`src/hdl/b64u_pkg.sv`:
```
// Shared types, constants and the alphabet decode for the base64url decoder.
// No dependencies; every other file in hdl/ imports this package.
package b64u_pkg;

    localparam int COUNT_WIDTH = 16;
    localparam int MAX_RESULTS = 3;

    localparam logic [7:0] PAD_CODE   = 8'h3D;
    localparam logic [15:0] TOTAL_MAX = 16'hFFFF;

    localparam logic [1:0] ST_OK       = 2'd0;
    localparam logic [1:0] ST_BAD_CHAR = 2'd1;
    localparam logic [1:0] ST_BAD_LEN  = 2'd2;

    typedef logic [COUNT_WIDTH-1:0] t_count;

    typedef struct packed {
        logic [7:0] char_code;
        logic       last_char;
    } t_in_item;

    typedef struct packed {
        logic [7:0]  data_byte;
        logic [1:0]  status;
        logic        last_of_run;
        logic        end_of_stream;
        logic [15:0] byte_total;
    } t_out_item;

    // Results caused by one character, item 0 delivered first.
    typedef struct packed {
        logic [1:0]                  num;
        t_out_item [MAX_RESULTS-1:0] items;
    } t_burst;

    typedef struct packed {
        logic       valid;
        logic [5:0] value;
    } t_sextet;

    // Map one ASCII code of the URL-safe alphabet to its sextet.
    function automatic t_sextet sextet_of(logic [7:0] c);
        t_sextet s;
        s.valid = 1'b1;
        s.value = 6'd0;
        if (c >= 8'h41 && c <= 8'h5A) begin
            s.value = 6'(c - 8'h41);
        end else if (c >= 8'h61 && c <= 8'h7A) begin
            s.value = 6'(c - 8'h61 + 8'd26);
        end else if (c >= 8'h30 && c <= 8'h39) begin
            s.value = 6'(c - 8'h30 + 8'd52);
        end else if (c == 8'h2D) begin
            s.value = 6'd62;
        end else if (c == 8'h5F) begin
            s.value = 6'd63;
        end else begin
            s.valid = 1'b0;
        end
        return s;
    endfunction

    function automatic t_count sat_inc(t_count c);
        return (c == '1) ? c : c + t_count'(1);
    endfunction

    // Running total as shown on the result port, pinned at all ones.
    function automatic logic [15:0] shown_total(t_count c);
        return (32'(c) > 32'(TOTAL_MAX)) ? TOTAL_MAX : 16'(c);
    endfunction

endpackage

```
`src/hdl/b64u_decode.sv`:
```
// Group state and per-character decode: turns one registered character into
// a burst of up to three results. Depends on b64u_pkg.
module b64u_decode (
    input  logic              i_clk,
    input  logic              i_rst_n,
    input  b64u_pkg::t_in_item i_item,
    input  logic              i_fire,
    output b64u_pkg::t_burst  o_burst
);
    import b64u_pkg::*;

    logic [1:0]  r_pos,     n_pos;
    logic [17:0] r_buf,     n_buf;
    logic        r_pad3,    n_pad3;
    logic        r_bad,     n_bad;
    logic        r_discard, n_discard;
    t_count      r_count,   n_count;

    t_sextet     sx;
    logic        is_pad;
    logic        last;
    logic        grp_bad;
    logic [1:0]  nbytes;
    logic [23:0] triple;
    t_count      cnt1, cnt2, cnt3;
    t_out_item   err_item;
    t_burst      burst;

    assign sx     = sextet_of(i_item.char_code);
    assign is_pad = (i_item.char_code == PAD_CODE);
    assign last   = i_item.last_char;
    assign triple = {r_buf, sx.value};
    assign cnt1   = sat_inc(r_count);
    assign cnt2   = sat_inc(cnt1);
    assign cnt3   = sat_inc(cnt2);

    always_comb begin
        grp_bad = r_bad;
        nbytes  = 2'd0;
        if (r_pad3) begin
            if (is_pad && last) nbytes = 2'd1; else grp_bad = 1'b1;
        end else if (is_pad) begin
            if (last) nbytes = 2'd2; else grp_bad = 1'b1;
        end else if (sx.valid) begin
            nbytes = 2'd3;
        end else begin
            grp_bad = 1'b1;
        end
    end

    always_comb begin
        err_item.data_byte     = 8'd0;
        err_item.status        = ST_BAD_CHAR;
        err_item.last_of_run   = 1'b1;
        err_item.end_of_stream = 1'b1;
        err_item.byte_total    = shown_total(r_count);

        burst       = '0;
        burst.items = '0;
        n_pos     = r_pos;
        n_buf     = r_buf;
        n_pad3    = r_pad3;
        n_bad     = r_bad;
        n_discard = r_discard;
        n_count   = r_count;

        if (r_discard) begin
            if (last) begin
                n_discard = 1'b0;
                n_count   = '0;
            end
        end else if (r_pos != 2'd3) begin
            if (last) begin
                err_item.status = ST_BAD_LEN;
                burst.num      = 2'd1;
                burst.items[0] = err_item;
                n_pos   = '0;
                n_buf   = '0;
                n_pad3  = 1'b0;
                n_bad   = 1'b0;
                n_count = '0;
            end else begin
                if (is_pad && r_pos == 2'd2) begin
                    n_pad3 = 1'b1;
                    n_buf  = {r_buf[11:0], 6'd0};
                end else if (!sx.valid) begin
                    n_bad = 1'b1;
                    n_buf = {r_buf[11:0], 6'd0};
                end else begin
                    n_buf = {r_buf[11:0], sx.value};
                end
                n_pos = r_pos + 2'd1;
            end
        end else begin
            // Fourth character closes the group.
            n_pos  = '0;
            n_buf  = '0;
            n_pad3 = 1'b0;
            n_bad  = 1'b0;
            if (grp_bad) begin
                burst.num      = 2'd1;
                burst.items[0] = err_item;
                n_discard      = !last;
                if (last) n_count = '0;
            end else begin
                burst.num = nbytes;
                burst.items[0].data_byte  = triple[23:16];
                burst.items[1].data_byte  = triple[15:8];
                burst.items[2].data_byte  = triple[7:0];
                burst.items[0].byte_total = shown_total(cnt1);
                burst.items[1].byte_total = shown_total(cnt2);
                burst.items[2].byte_total = shown_total(cnt3);
                burst.items[0].status     = ST_OK;
                burst.items[1].status     = ST_OK;
                burst.items[2].status     = ST_OK;
                burst.items[0].last_of_run   = (nbytes == 2'd1);
                burst.items[1].last_of_run   = (nbytes == 2'd2);
                burst.items[2].last_of_run   = (nbytes == 2'd3);
                burst.items[0].end_of_stream = (nbytes == 2'd1) && last;
                burst.items[1].end_of_stream = (nbytes == 2'd2) && last;
                burst.items[2].end_of_stream = (nbytes == 2'd3) && last;
                case (nbytes)
                    2'd1:    n_count = cnt1;
                    2'd2:    n_count = cnt2;
                    default: n_count = cnt3;
                endcase
                if (last) n_count = '0;
            end
        end
    end

    always_ff @(posedge i_clk) begin
        if (!i_rst_n) begin
            r_pos     <= '0;
            r_buf     <= '0;
            r_pad3    <= 1'b0;
            r_bad     <= 1'b0;
            r_discard <= 1'b0;
            r_count   <= '0;
        end else if (i_fire) begin
            r_pos     <= n_pos;
            r_buf     <= n_buf;
            r_pad3    <= n_pad3;
            r_bad     <= n_bad;
            r_discard <= n_discard;
            r_count   <= n_count;
        end
    end

    assign o_burst = burst;

endmodule

```
`src/hdl/b64u_serialiser.sv`:
```
// Result register: holds a burst of up to three results and hands them out
// one per request, head slot driving the port. Depends on b64u_pkg.
module b64u_serialiser (
    input  logic                i_clk,
    input  logic                i_rst_n,
    input  b64u_pkg::t_burst    i_burst,
    input  logic                i_load,
    output logic                o_can_load,
    output logic                o_valid,
    input  logic                i_stall,
    output b64u_pkg::t_out_item o_item
);
    import b64u_pkg::*;

    logic [1:0]                  r_cnt;
    t_out_item [MAX_RESULTS-1:0] r_slot;
    logic                        pop;

    assign pop        = (r_cnt != 2'd0) && !i_stall;
    assign o_can_load = (r_cnt == 2'd0) || (r_cnt == 2'd1 && pop);

    always_ff @(posedge i_clk) begin
        if (!i_rst_n) begin
            r_cnt <= '0;
        end else if (i_load) begin
            r_cnt <= i_burst.num;
        end else if (pop) begin
            r_cnt <= r_cnt - 2'd1;
        end
    end

    always_ff @(posedge i_clk) begin
        if (i_load) begin
            r_slot <= i_burst.items;
        end else if (pop) begin
            r_slot[0] <= r_slot[1];
            r_slot[1] <= r_slot[2];
        end
    end

    assign o_valid = (r_cnt != 2'd0);
    assign o_item  = r_slot[0];

endmodule

```
`src/hdl/base64url_padded_decoder_unit.sv`:
```
// A character accepted into the input register is decoded there; its results load into the
// result register, from which the first is taken. Throughput: one character per cycle while
// the input is not held; a closing character loads up to three bytes that drain one per cycle
// unless the output stalls, while the next group's first three characters yield nothing.
// Input is held only while a character with results waits on a result register that cannot take
// them. Reset is synchronous, active low, and returns the decoder to the start of a stream.
module base64url_padded_decoder_unit (
    input  logic                i_clk,
    input  logic                i_rst_n,
    input  logic                i_in_valid,
    output logic                o_in_stall,
    input  b64u_pkg::t_in_item  i_in_item,
    output logic                o_out_valid,
    input  logic                i_out_stall,
    output b64u_pkg::t_out_item o_out_item
);
    import b64u_pkg::*;

    // Input register: one character waiting for decode.
    logic     r_in_vld;
    t_in_item r_in;

    t_burst burst;
    logic   can_load;
    logic   fire;
    logic   in_free;

    // Advance the held character when it yields nothing, or when the result
    // register will be free to take its burst at this edge.
    assign fire    = r_in_vld && ((burst.num == 2'd0) || can_load);
    assign in_free = !r_in_vld || fire;

    // Hold off new requests only while the held character cannot move on.
    assign o_in_stall = !in_free;

    always_ff @(posedge i_clk) begin
        if (!i_rst_n) begin
            r_in_vld <= 1'b0;
        end else if (in_free) begin
            r_in_vld <= i_in_valid;
        end
    end

    always_ff @(posedge i_clk) begin
        if (in_free && i_in_valid) begin
            r_in <= i_in_item;
        end
    end

    // Group tracking, alphabet decode, padding and error rules.
    b64u_decode u_decode (
        .i_clk   (i_clk),
        .i_rst_n (i_rst_n),
        .i_item  (r_in),
        .i_fire  (fire),
        .o_burst (burst)
    );

    // Results leave one per request from the result register.
    b64u_serialiser u_serialiser (
        .i_clk      (i_clk),
        .i_rst_n    (i_rst_n),
        .i_burst    (burst),
        .i_load     (fire && (burst.num != 2'd0)),
        .o_can_load (can_load),
        .o_valid    (o_out_valid),
        .i_stall    (i_out_stall),
        .o_item     (o_out_item)
    );

endmodule

```
`config.mk`:
```
export PLATFORM = sky130hd
export DESIGN_NAME = base64url_padded_decoder_unit
export DESIGN_NICKNAME = d
export VERILOG_FILES = /design/src/hdl/b64u_pkg.sv /design/src/hdl/b64u_decode.sv /design/src/hdl/b64u_serialiser.sv /design/src/hdl/base64url_padded_decoder_unit.sv
export SDC_FILE = /design/constraint.sdc
export NUM_CORES = 1
export LEC_CHECK = 0
export ABC_AREA = 0
export BUFFER_PORTS_ARGS = -buffer_cell sky130_fd_sc_hd__buf_2
export CORE_MARGIN = 8
export CORE_UTILIZATION = 62
export DETAILED_ROUTE_END_ITERATION = 8
export HOLD_SLACK_MARGIN = 0.03
export PLACE_DENSITY_LB_ADDON = 0.08
export SETUP_SLACK_MARGIN = 0.1
export SYNTH_ARGS = -nofsm -noshare
export SYNTH_HDL_FRONTEND = slang
export SYNTH_SLANG_ARGS = --single-unit
```
`constraint.sdc`:
```
create_clock -name i_clk -period 7.1 [get_ports i_clk]
set_input_delay 1.42 -clock i_clk [delete_from_list [all_inputs] [get_ports i_clk]]
set_output_delay 1.42 -clock i_clk [all_outputs]
set_load 0.03 [all_outputs]
```
==> results of run 1 <==
state kept, by name, indices dropped and copies added (netlist names), 2 cells and up:
name / flops
r_in: 9
u_decode.r_buf: 18
u_decode.r_count: 16
u_decode.r_pos: 2
u_serialiser.o_item: 28
u_serialiser.r_cnt: 2
u_serialiser.r_slot: 52
power by group through the flow:
stage / clock network [mW] / logic (mW) / registers (mW)
after CTS: 0.907 / 0.236 / 0.912
after global placement: 0 / 0.231 / 0.924
after global routing: 0.944 / 0.255 / 0.917
after floorplan: 0 / 0.195 / 0.929
final: 0.906 / 0.237 / 0.912
after detailed placement: 0 / 0.235 / 0.927
how the worst min path moves through the flow:
stage                                  start            endpoint  cells after the start
after floorplan           u_decode.r_buf[12]  u_decode.r_buf[12]                      2
after global placement    u_decode.r_buf[14]  u_decode.r_buf[14]                      2
after detailed placement  u_decode.r_buf[14]  u_decode.r_buf[14]                      2
after CTS                 u_decode.r_buf[14]  u_decode.r_buf[14]                      2
after global routing      u_decode.r_buf[14]  u_decode.r_buf[14]                      2
final                     u_decode.r_buf[14]  u_decode.r_buf[14]                      2
worst min-delay path, stage by stage (launching register included):
cell      delay (ps)
dfxtp_1          310
nand2_1           50
a21boi_0          60
through the flow:
stage / setup WS, ps / std cells / cell area, um2
finish: 1340 / 1054 / 8670
CTS: 1460 / 1054 / 8670
floorplan: 1100 / 875 / 7980
global route: 948 / 1054 / 8670
global placement: 1630 / 1022 / 8060
detailed placement: 1490 / 1022 / 8060
Yosys cell counts, types with 10 or more instances:
cell,number
nand4_1,14
xnor2_1,21
o21ai_0,64
ha_1,16
a31oi_1,14
and3_1,13
nand2_1,138
edfxtp_1,89
nor3_1,18
clkbuf_1,28
buf_4,33
a21oi_1,30
inv_1,28
buf_2,11
a21boi_0,14
o31ai_1,14
nand3_1,32
xor2_1,10
dfxtp_1,42
nor2b_1,14
nor2_1,63
and2_1,20
layer usage:
metal  part of all wire (%)  vias up
met3                     12       48
met1                     44     3285
li1                       -     3142
met4                    2.1        0
met2                     42      428
met5                      0        -
layout make-up:
| type | count | area (um2) | area share [%] |
|---|---|---|---|
| multi-input cells | 638 | 3940 | 45.5 |
| flip-flops and latches | 131 | 3510 | 40.5 |
| clock buffers | 19 | 443 | 5.11 |
| repair buffers | 52 | 285 | 3.29 |
| well taps | 172 | 215 | 2.48 |
| clock inverters | 13 | 161 | 1.86 |
| inverters | 29 | 109 | 1.26 |
logic make-up after synthesis:
| logic type | Yosys count | share of synthesized area [%] |
|---|---|---|
| xor gates and xnor gates | 32 | 3.60 |
| and+or+nand+nor | 363 | 22.9 |
| buffers and inverters | 106 | 6.80 |
| DFF | 131 | 44.0 |
| muxes | 15 | 2.07 |
| AOI/OAI and AO/OA | 212 | 18.1 |
| adders and majority gates | 16 | 2.51 |
==> reports/qor.csv, run 1 <==
stage;metric;value;unit
setup_path;cp_common_cell;ha_1;
status;status;complete, no violations;
global_routing;met3_usage;6.70;%
global_routing;grt_start_max_net_pins;58;
setup_path;start_kind;flip-flop;
clock_tree;post_cts_resized;0;
final_layout;fin_util;68.7;%
clock_tree;cts_sinks;131;
sta;finalHoldViolCount;0;
global_routing;grt_use_total;27.3;%
yosys;yosys.area.top_type;edfxtp_1;
global_routing;antenna_found_initial;0;
setup_path;r2r_slack;1340;ps
placement;routabilityCongestion;0.986;
detailed_routing;first_iter_violations;1020;
yosys;synth_edf_count;89;
placement;place_hpwl;16000;um
clock_tree;htreeDepth;4;
yosys;synthCells;875;
detailed_routing;drc_errors;0;
pwr;seqPwrFrac;44.4;%
yosys;ys_seq_area_share;44.0;%
yosys;synth-seq-cells;131;
pwr;p_int;1.49;mW
floorplanning;rows;41;
global_routing;busiest_layer;met1;
yosys;netlist_area;7980;um2
clock_tree;cts_buffer_depth;2;
setup_path;crit_required;7400;ps
setup_path;reg2reg_to;u_decode.r_count[1];
detailed_routing;wl_per_cell;21.2;um
setup_path;crit_path_end_kind;flip-flop;
floorplanning;fp.dieH;129;um
placement;io_buffer_count;42;
final_layout;final_cell_mix;nand2_1 (137), edfxtp_1 (89), o21ai_0 (63), nor2_1 (63);
final_layout;final_common_cell;nand2_1;
sta;drv_slew;0;
flow_run;cap_viol_max_count;0;
pwr;comb_power_share;11.5;%
sta;finalCriticalPeriod;5760;ps
setup_path;crit_family;simple AND/OR/NAND/NOR gates;
detailed_routing;postRouteAntennaNets;0;
setup_path;cp_slowest_cell;dfxtp_1;
setup_path;critPathKind;flip-flop to flip-flop;
setup_path;cpPeakStageDelay;610;ps
setup_path;cp_num_buf_inv;1;
pwr;sw_frac_of_total;27.4;%
clock_tree;clock_latency;430;ps
setup_path;endpoint;u_decode.r_count[1];
detailed_routing;via_count;6903;
floorplanning;fp.dieArea;16800;um2
final_layout;finalNetCount;898;
final_layout;synthToLayoutAreaGrowth;8.57;%
sta;holdWs;477;ps
setup_path;r2r_start;u_decode.r_count[0];
yosys;synthArstFlopShare;0;%
sta;setup_viol;0;
setup_path;path_cells;ha_1 -> nand3_1 -> nor4_4 -> buf_4 -> xnor2_1 -> ha_1 -> o31ai_1 -> a211oi_2 -> and4_1 -> nand2_1 -> nand2_1 -> ha_1 -> o211ai_1 -> nand3b_1 -> a221oi_4 -> and3_1 -> mux2_2 -> a211oi_1 -> nor3_1;
yosys;synth_ff_type;edfxtp_1;
clock_tree;cts.reportedPaths.clkPinSlew;60;ps
clock_tree;cts_tree;yes;
setup_path;cp_max_fo;15;
yosys;synth_fp_nets;904;
sta;worst_slew_pin_slew;1140;ps
global_routing;gr-usage-met2;38.7;%
detailed_routing;vias_per_cell;6.55;
detailed_routing;dr.pass1.iters;7;
sta;skew;10.3;ps
final_layout;drive_above_1_share;13.6;%
final_layout;antenna-diode-count;0;
yosys;synthTopCellsByArea;edfxtp_1 (33%), dfxtp_1 (11%), nand2_1 (6.5%);
pwr;power;2.06;mW
yosys;ys_types;84;
detailed_routing;routed_wl;22400;um
global_routing;grt_first_pass_wirelength;34700;um
floorplanning;initial_utilization;63.3;%
hold_path;hold_path_class;flip-flop to flip-flop;
sta;tns;0;ps
pwr;power.switching;563;uW
sta;relSlewSlack;23.3;%
yosys;synth_top_cell_area_share;33.5;%
pwr;ir_drop;0.000135;V
setup_path;worstPathArrival;6060;ps
floorplanning;die_w;129;um
sta;max_freq;0.174;GHz
setup_path;crit_start;u_decode.r_count[0];
floorplanning;core_area;12600;um2
setup_path;reg2reg_depth;19;
sta;rsz0062_at_grt;false;
final_layout;nFillCells;968;
yosys;avgSynthCellArea;9.12;um2
yosys;synth_warnings;0;
global_routing;grt_overflow;0;
clock_tree;cts_inserted_buffers;17;
sta;fin_crit_sh;81.1;%
pwr;clkPwrFrac;44.1;%
floorplanning;ioPinCount;43;
clock_tree;cts_root_buffer;clkbuf_16;
clock_tree;post_cts_buffers;0;
global_routing;grt_pass1_vias;6244;
pwr;power_density;237;nW/um2
global_routing;use_met1;39.7;%
setup_path;cp.depth;19;
pwr;leakagePower;3.10;nW
clock_tree;ctsHoldBuffers;0;
(Power assumes the default switching activity.)
==> run 2: changes to the inputs <==
==> constraint.sdc (replaced) <==
create_clock -name i_clk -period 5.4 [get_ports i_clk]
set_input_delay 1.08 -clock i_clk [delete_from_list [all_inputs] [get_ports i_clk]]
set_output_delay 1.08 -clock i_clk [all_outputs]
set_load 0.03 [all_outputs]
==> run 2 against run 1 <==
Effect of this change:
- flip-flop and latch count stayed put
- clock power is 27% higher
- first-iteration DRC count is 9.4% lower
- hold slack better by 7.9 ps
- maximum frequency is 20% higher
- die area stayed put
- critical endpoint unchanged
- largest power group unchanged
==> reports/qor.csv, run 2 (synthesis gave the netlist of run 1 again) <==
stage;metric;value;unit;change
status;status;complete, no violations;;
sta;fin_crit_sh;89.0;%;+7.9 points
floorplanning;fp.dieH;129;um;unchanged
placement;place_area;8210;um2;+1.8%
sta;relSlewSlack;16.2;%;-7.1 points
final_layout;largest_reg_flops;52;;unchanged
global_routing;antenna_found_initial;2;;+2
final_layout;final_cell_mix;nand2_1 (137), edfxtp_1 (89), o21ai_0 (63), nor2_1 (63), buf_2 (42);;
pwr;power;2.66;mW;+29%
sta;skew;14.4;ps;+4.05 ps
detailed_routing;via_count;6986;;+1.2%
clock_tree;cts_buffer_depth;2;;unchanged
sta;max_freq;0.208;GHz;+20%
final_layout;drive_above_1_share;15.9;%;+2.3 points
floorplanning;die_w;129;um;unchanged
global_routing;grt_overflow;0;;unchanged
final_layout;antenna-diode-count;0;;unchanged
sta;finalHoldViolCount;0;;unchanged
final_layout;final_area;8830;um2;+1.9%
setup_path;path_cells;ha_1 -> nand3_1 -> nor4_4 -> xnor2_1 -> ha_2 -> o31ai_1 -> a211oi_2 -> nand4_1 -> xnor2_1 -> inv_1 -> ha_1 -> o211ai_1 -> nand3b_1 -> a221oi_4 -> and3_2 -> mux2_2 -> a211oi_1 -> nor3_1;;
detailed_routing;first_iter_violations;924;;-9.4%
placement;routabilityCongestion;1.04;;+5.8%
clock_tree;cts.reportedPaths.clkPinSlew;60;ps;about the same
detailed_routing;wl_per_cell;21.0;um;-1.2%
detailed_routing;routed_wl;22500;um;+0.61%
sta;rsz0062_at_grt;false;;
final_layout;final_common_cell;nand2_1;;
clock_tree;htreeDepth;4;;unchanged
detailed_routing;vias_per_cell;6.51;;-0.59%
floorplanning;initial_utilization;63.3;%;unchanged
setup_path;critPathKind;flip-flop to flip-flop;;
setup_path;cp_num_buf_inv;1;;unchanged
placement;io_buffer_count;42;;unchanged
floorplanning;core_area;12600;um2;unchanged
global_routing;met3_usage;6.94;%;+0.25 points
final_layout;nFillCells;934;;-3.5%
setup_path;cp_slowest_cell;dfxtp_2;;
clock_tree;cts_sinks;131;;unchanged
setup_path;crit_required;5690;ps;-1710 ps
global_routing;gr-usage-met2;39.9;%;+1.2 points
detailed_routing;dr.pass1.iters;6;;-1
setup_path;start_kind;flip-flop;;
global_routing;grt_use_total;27.0;%;-0.24 points
detailed_routing;postRouteAntennaNets;0;;unchanged
pwr;leakagePower;3.22;nW;+3.6%
final_layout;synthToLayoutAreaGrowth;10.6;%;
final_layout;finalNetCount;917;;+2.1%
setup_path;cpPeakStageDelay;420;ps;-190 ps
floorplanning;rows;41;;unchanged
setup_path;crit_path_end_kind;flip-flop;;
global_routing;grt_first_pass_wirelength;34700;um;about the same
detailed_routing;drc_errors;0;;unchanged
final_layout;top_register;u_serialiser.r_slot;;
setup_path;cp_max_fo;9;;-6
clock_tree;cts_inserted_buffers;17;;unchanged
setup_path;crit_family;simple AND/OR/NAND/NOR gates;;
global_routing;grt_start_max_net_pins;58;;unchanged
pwr;power_density;301;nW/um2;+27%
clock_tree;clock_latency;430;ps;about the same
global_routing;use_met1;37.9;%;-1.8 points
sta;tns;0;ps;unchanged
placement;place_hpwl;16200;um;+1.3%
sta;worst_slew_pin_slew;1250;ps;+113 ps
sta;finalCriticalPeriod;4810;ps;-953 ps
sta;drv_slew;0;;unchanged
setup_path;worstPathArrival;5100;ps;-960 ps
pwr;ir_drop;0.000180;V;+33%
global_routing;busiest_layer;met2;;
floorplanning;fp.dieArea;16800;um2;unchanged
flow_run;cap_viol_max_count;0;;unchanged
hold_path;hold_path_class;flip-flop to flip-flop;;
sta;setup_viol;0;;unchanged
floorplanning;ioPinCount;43;;unchanged
global_routing;grt_pass1_vias;6419;;+2.8%
clock_tree;cts_tree;yes;;
clock_tree;cts_root_buffer;clkbuf_16;;
-- run 2: timing repair --
item,in CTS,in global routing
endpoints found under the hold margin,0,0
setup buffers,0,3
resized for setup,0,3
hold buffers,0,0
setup endpoints to repair,0,19
-- run 2: metal layers --
| metal | wire length (um) | vias up |
|---|---|---|
| met1 | 9490 | 3257 |
| met5 | 25 | - |
| met4 | 422 | 4 |
| met2 | 9700 | 496 |
| li1 | - | 3181 |
| met3 | 2880 | 48 |
-- run 2: worst paths after layout --
path | slack [ps] | cells past startpoint | from | endpoint
setup / recovery | 590 | 18 | u_decode.r_count[1] | u_decode.r_count[1]
hold / removal | 480 | 2 | u_decode.r_buf[15] | u_decode.r_buf[15]
setup reg to reg | 590 | 18 | u_decode.r_count[1] | u_decode.r_count[1]
hold reg to reg | 480 | 2 | u_decode.r_buf[15] | u_decode.r_buf[15]
-- run 2: cell type report --
class                      instances  area (um2)  share of cell area [%]
inverter                          29         109                    1.23
tap                              172         215                    2.44
clock inverter                    15         168                    1.90
clock buffer                      17         425                    4.82
multi-input combinational        638        3950                    44.7
timing repair buffer              71         453                    5.13
sequential                       131        3510                    39.8
-- run 2: worst reg2reg max path: stages (launching register included) --
cell	delay [ps]
dfxtp_2	420
ha_1	210
nand3_1	210
nor4_4	420
xnor2_1	260
ha_2	310
o31ai_1	180
a211oi_2	310
nand4_1	180
xnor2_1	210
inv_1	110
ha_1	220
o211ai_1	170
nand3b_1	250
a221oi_4	210
and3_2	320
mux2_2	390
a211oi_1	220
nor3_1	80
-- run 2: stage by stage --
step / cells / hold slack (ps) / setup slack [ps] / util [%]
after detailed placement: 1038 / 470 / 377 / 65.1
after CTS: 1070 / 485 / 381 / 69.8
final: 1073 / 485 / 594 / 70.0
after global placement: 1038 / 451 / 621 / 65.1
after global routing: 1073 / 506 / 168 / 70.0
after floorplan: 875 / 441 / 705 / -
-- run 2: report_power, final --
group | internal (mW) | switching [mW]
clock | 0.657 | 0.496
combinational | 0.0876 | 0.224
sequential | 1.17 | 0.0280
total | 1.91 | 0.747
==> run 3: changes to the inputs <==
--- a/config.mk
+++ b/config.mk
@@ -12,7 +12,9 @@
 export DETAILED_ROUTE_END_ITERATION = 8
 export HOLD_SLACK_MARGIN = 0.03
 export PLACE_DENSITY_LB_ADDON = 0.08
+export REMOVE_ABC_BUFFERS = 1
 export SETUP_SLACK_MARGIN = 0.1
+export SLEW_MARGIN = 40
 export SYNTH_ARGS = -nofsm -noshare
 export SYNTH_HDL_FRONTEND = slang
 export SYNTH_SLANG_ARGS = --single-unit
==> run 3 against run 2 <==
Effect of this change:
- register-to-register slack got worse by 200 ps
- die area stayed put
- setup slack lost 200 ps
- largest power group unchanged
- maximum frequency decreased by 4.0%
- sequential share of layout area up 0.16 points
- clock power down 3%
- final area down 0.43%
- flip-flop and latch count unchanged
==> reports/qor.csv, run 3 (synthesis gave the netlist of run 1 again) <==
stage;metric;value;unit;change
pwr;leakagePower;3.20;nW;-0.60%
pwr;power_density;297;nW/um2;-1.5%
setup_path;cp_max_fo;9;;unchanged
flow_run;cap_viol_max_count;0;;unchanged
setup_path;critPathKind;flip-flop to flip-flop;;
detailed_routing;via_count;6940;;-0.66%
setup_path;crit_start;u_decode.r_count[1];;
global_routing;grt_overflow;0;;unchanged
final_layout;final_cell_mix;nand2_1 (137), edfxtp_1 (89), o21ai_0 (63), nor2_1 (63);;
global_routing;grt_first_pass_wirelength;35100;um;+1.3%
clock_tree;cts_tree;yes;;
setup_path;path_cells;ha_2 -> nand3_1 -> nor4_4 -> buf_4 -> xnor2_1 -> ha_1 -> o31ai_1 -> a211oi_2 -> nand4_1 -> xnor2_1 -> inv_1 -> ha_1 -> o211ai_1 -> nand3b_1 -> a221oi_4 -> and3_2 -> mux2_2 -> a211oi_1 -> nor3_1;;
final_layout;synthToLayoutAreaGrowth;10.1;%;
sta;skew;9.81;ps;-4.54 ps
placement;dp_cells;1041;;+0.29%
pwr;power;2.61;mW;-1.9%
final_layout;nFillCells;977;;+4.6%
clock_tree;cts_sinks;131;;unchanged
clock_tree;htreeDepth;4;;unchanged
setup_path;r2r_start;u_decode.r_count[1];;
global_routing;grt_pass1_vias;6504;;+1.3%
final_layout;antenna-diode-count;0;;unchanged
detailed_routing;wl_per_cell;20.6;um;-1.8%
hold_path;hold_path_class;flip-flop to flip-flop;;
clock_tree;cts_buffer_depth;2;;unchanged
final_layout;multi_input_area;3950;um2;unchanged
detailed_routing;dr.pass1.iters;7;;+1
final_layout;largest_reg_flops;52;;unchanged
floorplanning;core_area;12600;um2;unchanged
final_layout;final_cells;1074;;+0.093%
clock_tree;ctsHoldBuffers;0;;unchanged
final_layout;regArea;3510;um2;about the same
setup_path;endpoint;u_decode.r_count[1];;
setup_path;crit_required;5690;ps;about the same
clock_tree;cts.reportedPaths.clkPinSlew;60;ps;about the same
clock_tree;cts_inserted_buffers;17;;unchanged
placement;place_hpwl;15700;um;-3.1%
sta;finalCriticalPeriod;5010;ps;+201 ps
global_routing;grt_start_max_net_pins;55;;-5.2%
final_layout;finalNetCount;918;;+0.11%
sta;holdWs;478;ps;-6.51 ps
sta;fin_crit_sh;92.7;%;+3.7 points
floorplanning;ioPinCount;43;;unchanged
sta;rsz0062_at_grt;false;;
setup_path;cpPeakStageDelay;380;ps;-40 ps
setup_path;reg2reg_to;u_decode.r_count[1];;
detailed_routing;vias_per_cell;6.46;;-0.75%
floorplanning;rows;41;;unchanged
sta;drv_slew;0;;unchanged
detailed_routing;routed_wl;22100;um;-1.7%
setup_path;cp_slowest_cell;a211oi_2;;
final_layout;top_register;u_serialiser.r_slot;;
sta;finalHoldViolCount;0;;unchanged
setup_path;start_kind;flip-flop;;
sta;max_freq;0.200;GHz;-4.0%
detailed_routing;drc_errors;0;;unchanged
setup_path;reg2reg_depth;19;;+1
pwr;ir_drop;0.000276;V;+54%
floorplanning;fp.dieArea;16800;um2;unchanged
detailed_routing;first_iter_violations;1029;;+11%
sta;relSlewSlack;45.6;%;+29 points
setup_path;r2r_slack;390;ps;-200 ps
clock_tree;cts_root_buffer;clkbuf_16;;
setup_path;crit_path_end_kind;flip-flop;;
status;status;complete, no violations;;
detailed_routing;postRouteAntennaNets;0;;unchanged
placement;routabilityCongestion;0.990;;-5.2%
final_layout;drive_above_1_share;15.7;%;-0.13 points
global_routing;grt_use_total;27.1;%;+0.096 points
setup_path;worstPathArrival;5300;ps;+200 ps
sta;setup_viol;0;;unchanged
final_layout;final_common_cell;nand2_1;;
placement;io_buffer_count;42;;unchanged
placement;place_area;8220;um2;about the same
floorplanning;die_w;129;um;unchanged
final_layout;final_area;8790;um2;-0.43%
global_routing;antenna_found_initial;0;;-2
floorplanning;initial_utilization;63.3;%;unchanged
clock_tree;clock_latency;420;ps;about the same
floorplanning;fp.dieH;129;um;unchanged
sta;worst_slew_pin_slew;813;ps;-439 ps
## run 3: changes by cell type in the layout (fill, tap and decap cells not counted), sizes merged
cell    previous run  this run
buf               71        72
clkbuf            17        19
clkinv             6         4
bufinv             1         0
inv               36        37
## run 3: per-stage QoR
step                setup slack, ps  setup TNS (ps)  utilization, %
global placement                686               0            64.9
detailed placement              401               0            65.1
global route                    108               0            69.7
floorplan                     -1480          -70500               -
CTS                             353               0            69.6
finish                          393               0            69.7
## run 3: how the worst min path moves through the flow
stage | start | to | slack, ps | cells past startpoint
finish | u_decode.r_buf[14] | u_decode.r_buf[14] | 480 | 2
global route | u_decode.r_buf[15] | u_decode.r_buf[15] | 510 | 2
CTS | u_decode.r_buf[15] | u_decode.r_buf[15] | 480 | 2
detailed placement | u_decode.r_buf[13] | u_decode.r_buf[13] | 470 | 2
global placement | u_decode.r_buf[15] | u_decode.r_buf[15] | 460 | 2
floorplan | u_decode.r_buf[12] | u_decode.r_buf[12] | 440 | 2
## run 3: metal layers
| layer | vias up | part of all wire (%) | wire length, um | global-route usage, % |
|---|---|---|---|---|
| li1 | 3177 | - | - | - |
| met1 | 3288 | 44 | 9760 | 38.7 |
| met2 | 416 | 43 | 9610 | 39.2 |
| met3 | 59 | 9.9 | 2190 | 5.83 |
| met4 | 0 | 2.6 | 572 | 10.6 |
| met5 | - | 0 | 0 | 0 |
## run 3: repair_timing
item	in CTS	in global routing
gates resized for setup	0	2
endpoints found under the setup margin	0	7
buffers inserted	0	1
hold endpoints to repair	0	0
## run 3: worst max-delay path, delay by kind of cell (launching register included)
kind	cells	cell delay (ps)
DFF	1	350
adders and majority gates	3	850
xor gates and xnor gates	2	410
buffers and inverters	2	290
muxes	1	380
AOI/OAI and AO/OA	5	1150
and+or+nand+nor	6	1440
## run 3: area by class of cell
cell class              count  area share (%)
clock buffers              19            5.17
clock inverters            13            1.25
inverters                  29            1.27
multi-input cells         638            44.9
flip-flops and latches    131            40.0
well taps                 172            2.45
repair buffers             72            5.04
## run 3: power breakdown
group	switching (mW)	internal, mW	total (mW)
sequential	0.0280	1.17	1.20
clock	0.478	0.629	1.11
combinational	0.222	0.0837	0.306
